`src/lik_pkg.sv`:
```
package lik_pkg;

  // register indexes of the configuration port
  typedef enum logic [1:0] {
    CFG_ABD_OFFSET = 2'd0,
    CFG_UPPER_LEN  = 2'd1,
    CFG_LOWER_LEN  = 2'd2
  } cfg_reg_t;

  localparam logic [15:0] ABD_OFFSET_RST = 16'd4063;
  localparam logic [15:0] UPPER_LEN_RST  = 16'd13697;
  localparam logic [15:0] LOWER_LEN_RST  = 16'd12780;

  // square root cells: wide one for leg lengths, narrow one inside acos
  localparam int SQ_WIDE_W   = 18;
  localparam int SQ_NARROW_W = 17;

  // restoring divider for acos arguments
  localparam int DIV_W = 35;
  localparam int QW    = 17;

  // atan2 unit
  localparam int ATAN_IN_W    = 18;
  localparam int ANG_W        = 17;
  localparam int NORM_W       = 31;
  localparam int NORM_STEPS   = 5;
  localparam int CORDIC_W     = 35;
  localparam int Z_W          = 19;
  localparam int CORDIC_STEPS = 16;
  localparam int LAT_ATAN     = NORM_STEPS + CORDIC_STEPS + 1;

  localparam logic [17:0]           PI_Q16      = 18'd205887;
  localparam logic signed [Z_W-1:0] HALF_PI_Q16 = 19'sd102944;
  localparam logic [33:0]           ONE_SQ      = 34'h1_0000_0000;

  localparam logic signed [Z_W-1:0] ATAN_TAB [CORDIC_STEPS] = '{
    19'sd51472, 19'sd30386, 19'sd16055, 19'sd8150, 19'sd4091, 19'sd2047,
    19'sd1024, 19'sd512, 19'sd256, 19'sd128, 19'sd64, 19'sd32, 19'sd16,
    19'sd8, 19'sd4, 19'sd2
  };

endpackage

```
`src/lik_div.sv`:
```
module lik_div (
  input  logic                   clk,
  input  logic                   en,
  input  logic [lik_pkg::DIV_W-1:0] mag,
  input  logic [lik_pkg::DIV_W-1:0] den,
  output logic [lik_pkg::QW-1:0]    quo
);
  import lik_pkg::*;

  // floor(mag * 2^16 / den), mag <= den; one quotient bit per cell
  logic [DIV_W:0]   rem_s [QW];
  logic [DIV_W-1:0] den_s [QW];
  logic [QW-1:0]    q_s   [QW];

  for (genvar i = 0; i < QW; i++) begin : g_cell
    logic [DIV_W:0]   rem_in;
    logic [DIV_W-1:0] den_in;
    logic [QW-1:0]    q_in;
    logic [DIV_W:0]   remd;
    logic             take;

    if (i == 0) begin : g_first
      assign rem_in = {1'b0, mag};
      assign den_in = den;
      assign q_in   = '0;
    end else begin : g_next
      assign rem_in = rem_s[i-1];
      assign den_in = den_s[i-1];
      assign q_in   = q_s[i-1];
    end

    assign take = (rem_in >= {1'b0, den_in});
    assign remd = take ? (rem_in - {1'b0, den_in}) : rem_in;

    always_ff @(posedge clk) begin
      if (en) begin
        rem_s[i] <= {remd[DIV_W-1:0], 1'b0};
        den_s[i] <= den_in;
        q_s[i]   <= {q_in[QW-2:0], take};
      end
    end
  end

  assign quo = q_s[QW-1];

endmodule

```
`config.mk`:
```
export PLATFORM = sky130hd
export DESIGN_NAME = lik_div
export DESIGN_NICKNAME = d
export VERILOG_FILES = /design/src/lik_pkg.sv /design/src/lik_div.sv
export SDC_FILE = /design/constraint.sdc
export NUM_CORES = 2
export LEC_CHECK = 0
export ABC_CLOCK_PERIOD_IN_PS = 4800
export BUFFER_PORTS_ARGS = -buffer_cell sky130_fd_sc_hd__buf_4
export CAP_MARGIN = 0
export CORE_MARGIN = 2
export CORE_UTILIZATION = 30
export CTS_BUF_LIST = sky130_fd_sc_hd__clkbuf_16
export CTS_CLUSTER_DIAMETER = 100
export CTS_CLUSTER_SIZE = 28
export DETAILED_ROUTE_END_ITERATION = 16
export PLACE_DENSITY = 0.45
export SYNTH_ARGS = -nofsm -noshare
export SYNTH_HDL_FRONTEND = slang
export SYNTH_SLANG_ARGS = --single-unit
export TNS_END_PERCENT = 10
```
`constraint.sdc`:
```
create_clock -name clk -period 4.8 [get_ports clk]
set_input_delay 0.72 -clock clk [delete_from_list [all_inputs] [get_ports clk]]
set_output_delay 0.72 -clock clk [all_outputs]
set_load 0.01 [all_outputs]
```
# Word-level counts from Yosys, hierarchy flattened
# Memories as Yosys holds them, arrays and structs flattened.
# Index checks and enable logic that the tools add are counted.
[word_totals]
reg_bits = 0
ram_bits = 1479
inputBits = 72
out_inout_bits = 17
word_cells = 56
memories = 3
[mem_list]
columns = ["memory", "depth", "width", "read_ports", "rd_ports_with_merged_regs", "wr", "line_no", "source"]
rows = [
  ["den_s", 17, 35, 16, 0, 17, "lik_div.sv:12", "logic [DIV_W-1:0] den_s [QW];"],
  ["rem_s", 17, 35, 16, 0, 17, "lik_div.sv:11", "logic [DIV_W:0] rem_s [QW];"],
  ["q_s", 17, 17, 17, 0, 17, "lik_div.sv:13", "logic [QW-1:0] q_s [QW];"],
]
[classes]
add_sub_neg = 17
magnitude_cmp = 17
mux = 19
[op_table]
columns = ["operator", "count"]
rows = [
  ["35-bit two-way mux", 17],
  ["35-bit subtractor", 17],
  ["36-bit by 35-bit greater-or-equal comparator with 1-bit output", 16],
  ["35-bit greater-or-equal comparator", 1],
  ["1-bit two-way mux", 2],
]

# Depth between registers and ports, before layout
# An unclocked memory read counts as a cell.
[depth]
word_depth = 3
ltp_mapped = 15
ltp_nobuf = 14

# Worst setup path before layout
# OpenSTA, ideal clock, no wires.
[synth_timing]
path_type = "input -> register"
start = "input mag[0] (netlist name)"
end = "memory rem_s[0][28] (netlist name) (data pin)"
setup_ns = 0.266
arrival_ns = 3.359
required_ns = 4.534
slack_ns = 1.175
cell_stages = 14
path_buffers = 0
cell_sequence = "inv_1 > ha_1 > inv_1 > fa_1 > a211oi_1 > o21bai_1 > a21o_1 > a211o_1 > a2111oi_4 > o21ai_1 > a21o_1 > a21oi_1 > xnor2_1 > o21ai_1"
[synth_lines]
columns = ["element", "line_no", "source"]
rows = [
  ["start, declared", "lik_div.sv:4", "input logic [lik_pkg::DIV_W-1:0] mag,"],
  ["end, declared", "lik_div.sv:11", ""],
]

==> qor.csv <==
stage,metric,value,unit
status,status,finished clean,
route,drc,0,
timing,worst_pin_slew,1.10,ns
global_route,antenna_found_initial,3,
route,drt-total-wl,191000,um
cts,cts_resized,0,
power_and_ir_drop,powerDensity,640,nW/um2
timing,max_slew_margin,0.245,
yosys,yosys.area_share.simple,0.0956,
yosys,synth_top_area_cell,edfxtp_1,
critical_path,crit_path_end_kind,flop,
yosys,async_reset_ff_frac,0,
yosys,ys_seq_area_frac,0.509,
floorplan,core,249000,um2
yosys,synthXorXnorAreaFrac,0.0582,
timing,max_freq,225,MHz
final_layout,fin_nets,7779,
cts,htreeDepth,3,
cts,clock-sinks,1273,
critical_path,crit_arrival,4.91,ns
route,route.met3.wl,4530,um
final_layout,multi_input_area,33400,um2
floorplan,die_w,504,um
route,firstDrtPassIters,5,
critical_path,crit_path_start_kind,flop,
cts,cts_buffer_depth,3,
power_and_ir_drop,ir_drop,0.265,mV
global_route,grt.total_usage,0.147,
worst_hold_path,worst_hold_path_type,in2reg,
route,ant_nets,0,
global_route,grt_start_max_net_pins,107,
yosys,synthesis.nets,7681,
placed_design,port_buffers,88,
yosys,netlist-cell-type-count,106,
critical_path,path_cells,fa_1 -> a211oi_1 -> o211ai_1 -> nand4_1 -> nand3_1 -> o21ai_0 -> a31oi_1 -> or4_2 -> buf_12 -> buf_4 -> nor2_1 -> a21oi_1,
final_layout,num-fill-cells,24900,
final_layout,syn2layout_area_growth,10.6,%
final_layout,drive_gt1_frac,0.0750,
placed_design,place_congestion,0.924,
timing,fin_crit_sh,0.926,
yosys,ys_top_cells_by_area,"edfxtp_1 51%, ha_1 9.9%, a21oi_1 3.9%",
critical_path,critical_path_buf_inv_count,2,
timing,finClkSkew,0.0439,ns
route,wl_met2,104000,um
route,post_drt_wl_per_cell,18.2,um
critical_path,cpPeakStageDelay,0.68,ns
placed_design,hpwl,153000,um
yosys,ys_seq_elements,1273,
floorplan,ios,89,
placed_design,dp_cells,10300,
timing,drv_slew,0,
critical_path,crit_family,compound AO/OA/AOI/OAI gates,
critical_path,crit_fanout,59,
cts,ctsHoldBuffers,0,
timing,hold_viol,0,
yosys,synth_compound_area_frac,0.166,
power_and_ir_drop,p_leak,33.5,nW
route,dr.first_iter.drc_count,2396,
floorplan,dieHeight,504,um
final_layout,mostFrequentLayoutCells,"1273 x edfxtp_1, 729 x inv_1, 645 x nand2_1",
timing,period_needed,4.45,ns
route,vias,51000,
yosys,synth_warnings,0,
floorplan,fp-row-count,183,
yosys,synth_top_family_by_area,compound AO/OA/AOI/OAI gates,
yosys,synth_adder_area_share,0.103,
floorplan,dieArea,254000,um2
timing,whs,0.160,ns
final_layout,layout_commonest_cell,edfxtp_1,
route,via_per_inst,4.86,
global_route,first_global_vias,52800,
timing,worst_slack,0.354,ns
floorplan,initial_core_util,0.302,
route,dr.max_layer_used,met4,
route,met1_length,70800,um
yosys,synth-main-ff-cell,edfxtp_1,
cts,tritoncts,built,
run,drv_cap,0,
yosys,syn_area,75100,um2
timing,rsz0062_at_grt,false,
final_layout,instances_no_fill,10500,
cts,post_cts_buffers,0,
yosys,synth_mux_area_frac,0.0202,
global_route,grt_first_pass_wirelength,295000,um
placed_design,post-place-ws,0.485,ns
yosys,synth_edf_count,1273,
cts,cts_buffers,78,
critical_path,cp_slowest_cell,or4_2,
global_route,overflow,0,
yosys,synth_cells,6999,
final_layout,seqCellArea,38200,um2
timing,setup_viol,0,
critical_path,cp.required,5.27,ns
critical_path,worstSetupPathType,reg2reg,
cts,root_buffer,clkbuf_16,
yosys,avgSynthCellArea,10.7,um2
yosys,synth_top_area_frac,0.509,
cts,clkTransAtPathRegs,0.09,ns
cts,clk_latency,0.76,ns
timing,setup-tns-final,0,ns
## logic make-up after synthesis
| group | after synthesis |
|---|---|
| AO/OA/AOI/OAI | 2014 |
| XOR/XNOR | 499 |
| adder cells (fa/ha/maj) | 610 |
| buffers and inverters | 920 |
| flip-flops | 1273 |
| multiplexers | 127 |
| AND/OR/NAND/NOR | 1556 |
## cell type report
class	count	share of cell area
Sequential cell	1273	0.460
Multi-Input combinational cell	4806	0.401
Tap cell	3330	0.0501
Inverter	729	0.0329
Clock buffer	80	0.0241
Timing Repair Buffer	209	0.0220
Clock inverter	61	0.00990
Antenna cell	1	0.0000301
## routing by layer
layer  global-route usage  up-vias
met5                    0        -
met4               0.0850        0
met3               0.0151      377
met2                0.289      787
met1                0.147    24200
li1                     -    25600
## Yosys cell counts (24+ instances only)
cell type,instances
a211oi_1,61
a21o_1,273
a21oi_1,592
a31oi_1,61
and2_1,33
and3_1,43
buf_2,38
clkbuf_1,133
edfxtp_1,1273
ha_1,594
inv_1,727
mux2_2,91
mux2_4,26
nand2_1,645
nand2b_1,58
nand3_1,98
nand4_1,108
nor2_1,328
nor2b_1,59
nor3_1,88
nor4_1,24
o21a_1,64
o21ai_0,580
o21ai_1,33
o21bai_1,77
o31ai_1,33
xnor2_1,288
xor2_1,211
## per-stage QoR
step / util / power, mW / area (um2)
2_1_floorplan: - / 37.9 / 75100
3_3_place_gp: 0.323 / 45.6 / 80300
3_5_place_dp: 0.323 / 45.7 / 80300
4_1_cts: 0.334 / 53.8 / 83100
5_1_grt: 0.334 / 57.5 / 83100
6_report: 0.334 / 53.2 / 83100
## final timing paths
| kind | startpoint | endpoint | slack (ns) | cells past startpoint |
|---|---|---|---|---|
| min | den[14] | den_s[0][14] | 0.16 | 1 |
| max reg2reg | rem_s[0][70] | rem_s[0][113] | 0.35 | 12 |
| min reg2reg | q_s[0][207] | q_s[0][225] | 0.40 | 0 |
| max | rem_s[0][70] | rem_s[0][113] | 0.35 | 12 |
## sequential cells by signal, summed over array words and instances, names as in the netlist
register / flops
q_s: 153
rem_s: 560
den_s: 560
## power by group
part | switching, mW | leakage [nW] | internal [mW]
Clock | 4.32 | 1.35 | 3.45
Sequential | 1.91 | 12.5 | 16.7
Combinational | 15.5 | 19.7 | 11.3
Total | 21.7 | 33.5 | 31.5
(Power assumes the default switching activity.)
