$ cat src/lik_sqrt.sv
module lik_sqrt #(
  parameter int RW = 18
) (
  input  logic            clk,
  input  logic            en,
  input  logic [2*RW-1:0] rad,
  output logic [RW-1:0]   root
);

  // one result bit per cell, two radicand bits consumed per cell
  logic [2*RW-1:0] rad_s  [RW];
  logic [RW-1:0]   root_s [RW];
  logic [RW+1:0]   rem_s  [RW];

  for (genvar i = 0; i < RW; i++) begin : g_cell
    logic [2*RW-1:0] rad_in;
    logic [RW-1:0]   root_in;
    logic [RW+1:0]   rem_in;
    logic [RW+1:0]   remc;
    logic [RW+1:0]   trial;
    logic            take;

    if (i == 0) begin : g_first
      assign rad_in  = rad;
      assign root_in = '0;
      assign rem_in  = '0;
    end else begin : g_next
      assign rad_in  = rad_s[i-1];
      assign root_in = root_s[i-1];
      assign rem_in  = rem_s[i-1];
    end

    assign remc  = {rem_in[RW-1:0], rad_in[2*RW-1 -: 2]};
    assign trial = {root_in, 2'b01};
    assign take  = (remc >= trial);

    always_ff @(posedge clk) begin
      if (en) begin
        rad_s[i]  <= rad_in << 2;
        root_s[i] <= {root_in[RW-2:0], take};
        rem_s[i]  <= take ? (remc - trial) : remc;
      end
    end
  end

  assign root = root_s[RW-1];

endmodule

$ cat config.mk
export PLATFORM = sky130hd
export DESIGN_NAME = lik_sqrt
export DESIGN_NICKNAME = d
export VERILOG_FILES = /design/src/lik_sqrt.sv
export SDC_FILE = /design/constraint.sdc
export NUM_CORES = 1
export LEC_CHECK = 0
export ABC_CLOCK_PERIOD_IN_PS = 3900
export BUFFER_PORTS_ARGS = -buffer_cell sky130_fd_sc_hd__buf_4
export CAP_MARGIN = 20
export CORE_MARGIN = 2
export CORE_UTILIZATION = 55
export CTS_BUF_LIST = sky130_fd_sc_hd__clkbuf_2
export DETAILED_ROUTE_END_ITERATION = 10
export GPL_ROUTABILITY_DRIVEN = 0
export GPL_TIMING_DRIVEN = 0
export PLACE_DENSITY = 0.71
export SKIP_CTS_REPAIR_TIMING = 1
export SLEW_MARGIN = 0
export SYNTH_ARGS = -nofsm -noshare
export SYNTH_HDL_FRONTEND = slang
export SYNTH_SLANG_ARGS = --single-unit
$ cat constraint.sdc
create_clock -name clk -period 3.9 [get_ports clk]
set_clock_uncertainty 0.1 [all_clocks]
set_input_delay 0 -clock clk [delete_from_list [all_inputs] [get_ports clk]]
set_output_delay 0 -clock clk [all_outputs]
set_load 0.1 [all_outputs]
Yosys cells after proc, flatten, opt, wreduce, memory -nomap -nowiden:

Memory sizes are Yosys's and may differ from the RTL's.
Cells that the tools add are included.
Widths: inputs -> output; s select.

* $lt $le $gt $ge: 18
* mux-type cells: 20
* add/subtract/negate cells: 18

Operator list (count)
* $mux 20: 18
* $ge 20x20->1: 17
* $sub 20x20->20: 17
* $sub 2x1->3 const B: 1
* $ge 2x1->1 const B: 1
* $mux 1: 2

* bits in writable memories: 1296
* bits of input ports: 38
* word-level logic and storage cells: 59
* memories kept: 3
* output and inout port bits: 18
* register bits: 0

Memories
* rad_s: words 18, width 34, read ports 17, clocked after memory_dff 0, wr ports 18, RTL line 11 `logic [2*RW-1:0] rad_s [RW];`
* rem_s: words 18, width 20, read ports 17, clocked after memory_dff 0, wr ports 18, RTL line 13 `logic [RW+1:0] rem_s [RW];`
* root_s: words 18, width 18, read ports 18, clocked after memory_dff 0, wr ports 18, RTL line 12 `logic [RW-1:0] root_s [RW];`

Depth between registers and ports, before layout:

Gate-level depths: netlist (run 1).
An unclocked memory read counts as a cell.

* word-level depth: 3
* gate-level depth with buffers: 12
* gate-level depth less buffers: 10

Worst setup path before layout (run 1):

OpenSTA, ideal clock, no wires.

* kind: reg2reg
* from: memory rem_s[2][4] (netlist name)
* to: memory rem_s[3][15] (netlist name) (data pin)
* clock period less this slack: 3.271 ns
* path buffers: 2
* library setup time: 0.258 ns
* arrival time: 2.914 ns
* slack: 0.629 ns
* stages on the path, launching flop included: 10
* data required time: 3.542 ns
* cells stage by stage: edfxtp_1 -> or4_4 -> or4_4 -> o211a_1 -> and4b_1 -> buf_6 -> or3b_1 -> buf_2 -> or3_1 -> xnor2_1

RTL lines (RTL line)
* start: declaration: 13

==> metrics list, run 1 <==
- The flow ran to the end, and the final reports show no timing, DRC or antenna violations.
- In the layout the commonest cells are edfxtp_1, clkbuf_2, inv_1.
* Aggregate global-route resource usage: 0.188
* Ratio of final minimum period to clock period: 0.948
* Prevailing post-synth register cell: edfxtp_1
- Number of levels in the clock H-tree: 4
- The total count of max-transition violations in the final report is 0.
- Together, buffers and inverters on the worst path number 2.
- Vias per cell: 5.46
* Die width: 255 um
- In the final layout, the share of cells above drive strength 1 is 0.126.
- Distinct cell type count after synthesis: 66
- Area of the die: 65100 um^2
- Max-cap violations: 0
* Count of pins on the block boundary: 56
* Max Fclk: between 200 and 300 MHz
* Power, Total: 19.6 mW
* Power density over cell area: 502 nW/um^2
* Synth async-reset ratio: 0
- Post-Syn Area per Cell: 13.3 um^2
- Proportion of synthesized chip area in sequential cells: 0.660
- Worst slack, placed: roughly 0.026 ns
* Clock latency on the worst-skew pair: ~1.4 ns
* Critical Path Slowest Stage Cell: clkbuf_1
- Pin slew with the least headroom to its limit: 0.820 ns
- Final hold analysis gives a worst-case slack of 0.245 ns.
- Type of the tightest min-delay check: flip-flop to flip-flop
- Sink count of the clock tree: 763
* Net Count, Synth: 2830
* TritonCTS clock tree: built
* Clk pin slew, worst setup/hold paths: 0.11 ns
- Subtracting the final worst setup slack from the clock period gives 3.70 ns.
* Cell occurring most often along the worst timing path: a211oi_1
- Worst Setup Start Kind: flip-flop
- Summing all placed instances gives a cell area of roughly 36000 um^2.
- Number of failing hold endpoints at the final stage: 0
- The worst setup path is captured at a flip-flop.
- Peak VDD IR: approximately 0.34 mV
- Cts bufs inserted: 184
- The critical path goes through inv_1 -> ha_1 -> nor2_1 -> a211oi_1 -> a211oi_1 -> a211oi_1 -> a41o_1 -> o21ai_2 -> clkbuf_1 -> o21ai_0.
- # DRC: 0
- PnR worst setup slack: 0.203 ns
- Number of enable flip-flop cells after synthesis: 763
- At the end of the flow, the number of nets in the layout was 3191.
* Detailed router's first-iteration violation count: 1738
- Maximum number of pins on one net before global-route repair: roughly 140
- R2r startpoint: root_s[15][1]$_DFFE_PP_
* Leading cell type in the layout, fill and taps excluded: edfxtp_1
- Setup repair after global routing left no endpoint under its margin.
- Starting Density: 0.553
- Critical path startpoint: root_s[15][1]$_DFFE_PP_
- The longest clock path from root to sink contains 3 buffers.
- The final route contains roughly 21000 vias.
* Die height: between 200 and 300 um
- Vias in the first global route: 20900
- Kind of cell with the highest combined delay on the critical path: compound AO/OA/AOI/OAI gates
- Setup Viol. Count Final: 0
* Final routed wirelength across all metal layers: 63.4 mm
- Relative to the synthesized area, the layout overhead comes to 12.6%.
- Initial antenna violation count: 2
* Slowest cell delay on critical path: 0.55 ns
- Cell at the root of the clock tree: clkbuf_2
* Global-route wire length before repair: about 98 mm
- Gate count after technology mapping: about 2600
* Count of nets left with antenna violations after detail routing: 0
- Total congestion overflow after global routing: 0
- In this run the most critical hold path is launched from root_s[8][3]$_DFFE_PP_.
* Final non-filler cell area: 39100 um^2
* Worst path arrival time: about 4.6 ns
- Number of iterations in the first detailed-routing pass: 8
- Along the worst path, the maximum fanout reaches 10.
* Detail Placement HPWL: 41.4 mm
* Cell area after synthesis: 34700 um^2
- Static leakage: 15.5 nW
- After floorplanning, the core was sized to cover 62700 um^2.
* Tightest slew margin relative to the limit: 0.453
- Flops & latches, synth: 763
* Num rows: 92
- The setup path with the least slack is of type flip-flop to flip-flop.
- Buffers placed on the I/O ports in this run total 55.
- The Yosys step of the flow raised 0 warnings.
- After detailed routing, the average wire length per cell comes to 16.2 um.
- For the worst setup path, the data required time is 4.81 ns.
per-stage QoR:
step	std cells	setup TNS, ns	util
2_1_floorplan	2602	0	-
3_3_place_gp	3503	-2483.16	0.577
3_5_place_dp	3510	0	0.579
4_1_cts	3808	0	0.604
5_1_grt	3923	0	0.623
6_report	3923	0	0.623
power breakdown:
part           leakage, nW  switching (mW)  internal (mW)
Clock                 1.18            3.04           1.89
Sequential            7.32           0.507           10.3
Combinational         6.95            2.26           1.66
Total                 15.5            5.80           13.8
area by class of cell:
cell class,instances,area [um^2]
Clock buffer,255,1280
Multi-Input combinational cell,1570,10800
Clock inverter,43,262
Antenna cell,2,5.00
Buffer,43,173
Timing Repair Buffer,175,1740
Fill cell,4724,23700
Tap cell,846,1060
Inverter,226,848
Sequential cell,763,22900
cells by family (layout without fill, tap and decap cells):
logic type | Yosys count | count (layout) | synth area share
buffers and inverters | 269 | 742 | 0.0294
multiplexers | 32 | 32 | 0.0103
other | 1 | 3 | 0.000108
XOR/XNOR | 216 | 216 | 0.0545
AO/OA/AOI/OAI | 512 | 512 | 0.0898
adder cells (fa/ha/maj) | 190 | 190 | 0.0685
flip-flops | 763 | 763 | 0.660
AND/OR/NAND/NOR | 619 | 619 | 0.0872
state kept, by name, indices dropped and copies added, names as in the netlist:
| name | count |
|---|---|
| rem_s | 286 |
| root_s | 171 |
| rad_s | 306 |
cell usage after synthesis (all sizes together) (13+ instances only):
master / number / area, um^2
ha: 190 / 2380
a21oi: 179 / 896
clkbuf: 39 / 146
o211ai: 13 / 97.6
mux2: 29 / 327
nand4: 21 / 131
xnor2: 118 / 1030
nor4: 23 / 144
and3: 15 / 93.8
nor2b: 34 / 213
a211oi: 17 / 128
o21a: 35 / 263
nand2b: 30 / 188
nor2: 172 / 646
edfxtp: 763 / 22900
or3: 22 / 138
nand2: 150 / 563
o21ai: 133 / 666
nand3: 37 / 185
inv: 226 / 848
xor2: 98 / 858
nor3: 63 / 315
a21o: 42 / 315
metal layers:
layer  track usage  up-vias  share of wire
met1         0.251    10200           0.44
met3        0.0523      141          0.061
li1              -    10500              -
met2         0.290      655           0.47
met5             0        -              0
met4        0.0810        0          0.026
path summary, 6_finish.rpt:
| kind | end | slack (ns) | cells after the start |
|---|---|---|---|
| hold reg to reg | root_s[9][4]$_DFFE_PP_ | 0.25 | 0 |
| hold / removal | root_s[9][4]$_DFFE_PP_ | 0.25 | 0 |
| setup / recovery | rem_s[16][1]$_DFFE_PP_ | 0.20 | 10 |
| setup reg to reg | rem_s[16][1]$_DFFE_PP_ | 0.20 | 10 |
Power figures use the tool's default switching activity.
==> run 2, diff against run 1 <==
--- a/config.mk
+++ b/config.mk
@@ -15,6 +15,7 @@
 export GPL_ROUTABILITY_DRIVEN = 0
 export GPL_TIMING_DRIVEN = 0
 export PLACE_DENSITY = 0.71
+export RECOVER_POWER = 100
 export SKIP_CTS_REPAIR_TIMING = 1
 export SLEW_MARGIN = 0
 export SYNTH_ARGS = -nofsm -noshare
==> run 2 against run 1 <==
Compared with the run above:
- sequential power about the same
- sequential share of layout area increased by 0.21 points
- global-route usage unchanged
- clock power about the same
- final cell count about the same
- die area unchanged
- largest power group unchanged
- critical path depth unchanged
- the run now ends with max-capacitance violations, max-slew violations left
- highest routed layer unchanged
- worst hold slack got worse by 0.0071 ns
- clock-buffer cell count unchanged
- first-iteration DRC count decreased by 8.9%
- power about the same
==> metrics list, run 2 (synthesis gave the netlist of run 1 again) <==
- Initial antenna violation count: 2
* Power, Total: 19.6 mW
- Max-cap violations: 1
- Worst slack, placed: approximately 0.026 ns
- Of the total power, combinational logic draws 0.199.
- Static leakage: 15.3 nW
* Final non-filler cell area: 38900 um^2
- Type of the tightest min-delay check: flip-flop to flip-flop
- Using the TritonRoute via totals, the vias-per-cell ratio works out to 5.45.
- Kind of end point of the critical path: flip-flop
- The critical path is of the flip-flop to flip-flop type.
- After clock tree synthesis, the clock-pin slew on the worst setup and hold paths is 0.10 ns.
- The die is 255 um tall.
* Part of the total power dissipated in sequential elements: 0.549
- Setup repair after global routing left no endpoint under its margin.
- For this run, the number of standard cells in the final layout without fillers is 3924.
- For this configuration, the core starts out at a cell density of 0.553.
* Violated checks: max-capacitance violations, max-slew violations
* Pin slew with the least headroom to its limit: approximately 1.8 ns
- Input and output buffers added on the ports amount to 55.
* Count of nets left with antenna violations after detail routing: 0
- Cell at the root of the clock tree: clkbuf_2
- Maximum number of pins on one net before global-route repair: 137
- After legalization and detailed placement, the total HPWL measured 41.4 mm.
- Area of the core: 62700 um^2
- Hold is met by 0.238 ns.
* Max Fclk: 272 MHz
- Reg2reg path depth: 10
* Cts bufs inserted: 184
- After layout, the worst setup slack is 0.218 ns.
* Number of failing hold endpoints at the final stage: 0
- Global-route wire length before repair: 98.2 mm
- TritonCTS clock tree: built
* Worst path arrival time: ~4.6 ns
* Clock latency on the worst-skew pair: 1.38 ns
* Number of vias after detailed routing: 21400
* NumNets Final: around 3200
- In the final layout, the share of cells above drive strength 1 is 0.118.
- The largest registers in the layout are rad_s: 306 flops, rem_s: 286 flops, root_s: 171 flops.
- Dividing the final minimum period by the clock period gives 0.944.
- Vias in the first global route: 20900
- # DRC: 0
* Largest driver fanout on the critical path: 10
- The top cell types in the final layout, fill and taps aside, are edfxtp_1, clkbuf_2, inv_1.
* Detailed router's first-iteration violation count: approximately 1600
- Maximum number of buffers from clock root to sink: 3
- The initialized floorplan defines 92 standard-cell rows.
- During I/O placement, the number of pins put on the boundary was 56.
- The worst setup path is launched from a flip-flop.
- Register name with the most flops: rad_s
- Max reg flops: slightly above 300
* Routed len/inst: roughly 16 um
- Leading cell type in the layout, fill and taps excluded: edfxtp_1
* DP Cell Count: about 3500
* Number of iterations in the first detailed-routing pass: 7
- Die width: around 260 um
- The routed design could run at a clock period as short as 3.68 ns.
* Power density over cell area: 504 nW/um^2
* Final routed wirelength across all metal layers: 63.3 mm
- Switching Power: 5.81 mW
* Hold depth: 0
- Total congestion overflow after global routing: 0
- In this run the tightest slew margin relative to its limit is -0.184.
- Number of levels in the clock H-tree: 4
- Switching share of total power: 0.296
* Result of the run: finished with violations
* Data required time at the worst endpoint: 4.84 ns
- Setup violations remaining at the end of the flow were counted as 0.
* Share of total power in the clock network: 0.252
* Pins Over Slew Limit: 128
* Total placed instance area: 36300 um^2
- Area of the die: 65100 um^2
* Sink count of the clock tree: 763
* Area growth from synthesis to layout: 12.2%
- For this run, the total global-route usage over all layers was measured as 0.188.
- Cell internal power was estimated by the tool at 13.8 mW.
- Peak VDD IR: 0.339 mV
[run 2: metal layers]
layer / GRT usage / up-vias / routed length (um)
li1: - / 10400 / -
met1: 0.251 / 10100 / 28200
met2: 0.290 / 654 / 29500
met3: 0.0523 / 147 / 3690
met4: 0.0810 / 0 / 1860
met5: 0 / - / 0
[run 2: area by class of cell]
class                      instances  area [um^2]
multi-input combinational       1570        10800
inverter                         226          848
clock buffer                     255         1280
antenna                            3         7.51
fill                            4749        23800
timing repair buffer             175         1610
buffer                            43          165
clock inverter                    43          262
sequential                       763        22900
tap                              846         1060
[run 2: worst max-delay path: stages, from the launching register on]
cell and delay (ns):
edfxtp_1 0.41, ha_1 0.35, nor2b_1 0.20, o31a_1 0.22
o31a_1 0.17, nor2_1 0.06, o21ai_0 0.46, a221o_1 0.26
clkbuf_1 0.49, clkbuf_1 0.54, a21oi_1 0.15
[run 2: final timing paths]
check,start,end,slack (ns)
setup reg to reg,rem_s[14][0]$_DFFE_PP_,rem_s[15][9]$_DFFE_PP_,0.22
hold / removal,root_s[8][3]$_DFFE_PP_,root_s[9][4]$_DFFE_PP_,0.24
setup / recovery,rem_s[14][0]$_DFFE_PP_,rem_s[15][9]$_DFFE_PP_,0.22
hold reg to reg,root_s[8][3]$_DFFE_PP_,root_s[9][4]$_DFFE_PP_,0.24
[run 2: power by group through the flow]
stage	logic, mW	clock network, mW	registers (mW)
2_1_floorplan	2.70	0	10.9
3_3_place_gp	3.51	0	11.0
3_5_place_dp	3.73	0	11.0
4_1_cts	3.76	5.14	10.8
5_1_grt	4.34	5.53	10.9
6_report	3.90	4.94	10.8
[run 2: per-stage QoR]
step	TNS, ns	util
detailed placement	0	0.579
finish	0	0.620
floorplan	0	-
CTS	0	0.604
global placement	-2483.16	0.577
global route	0	0.620
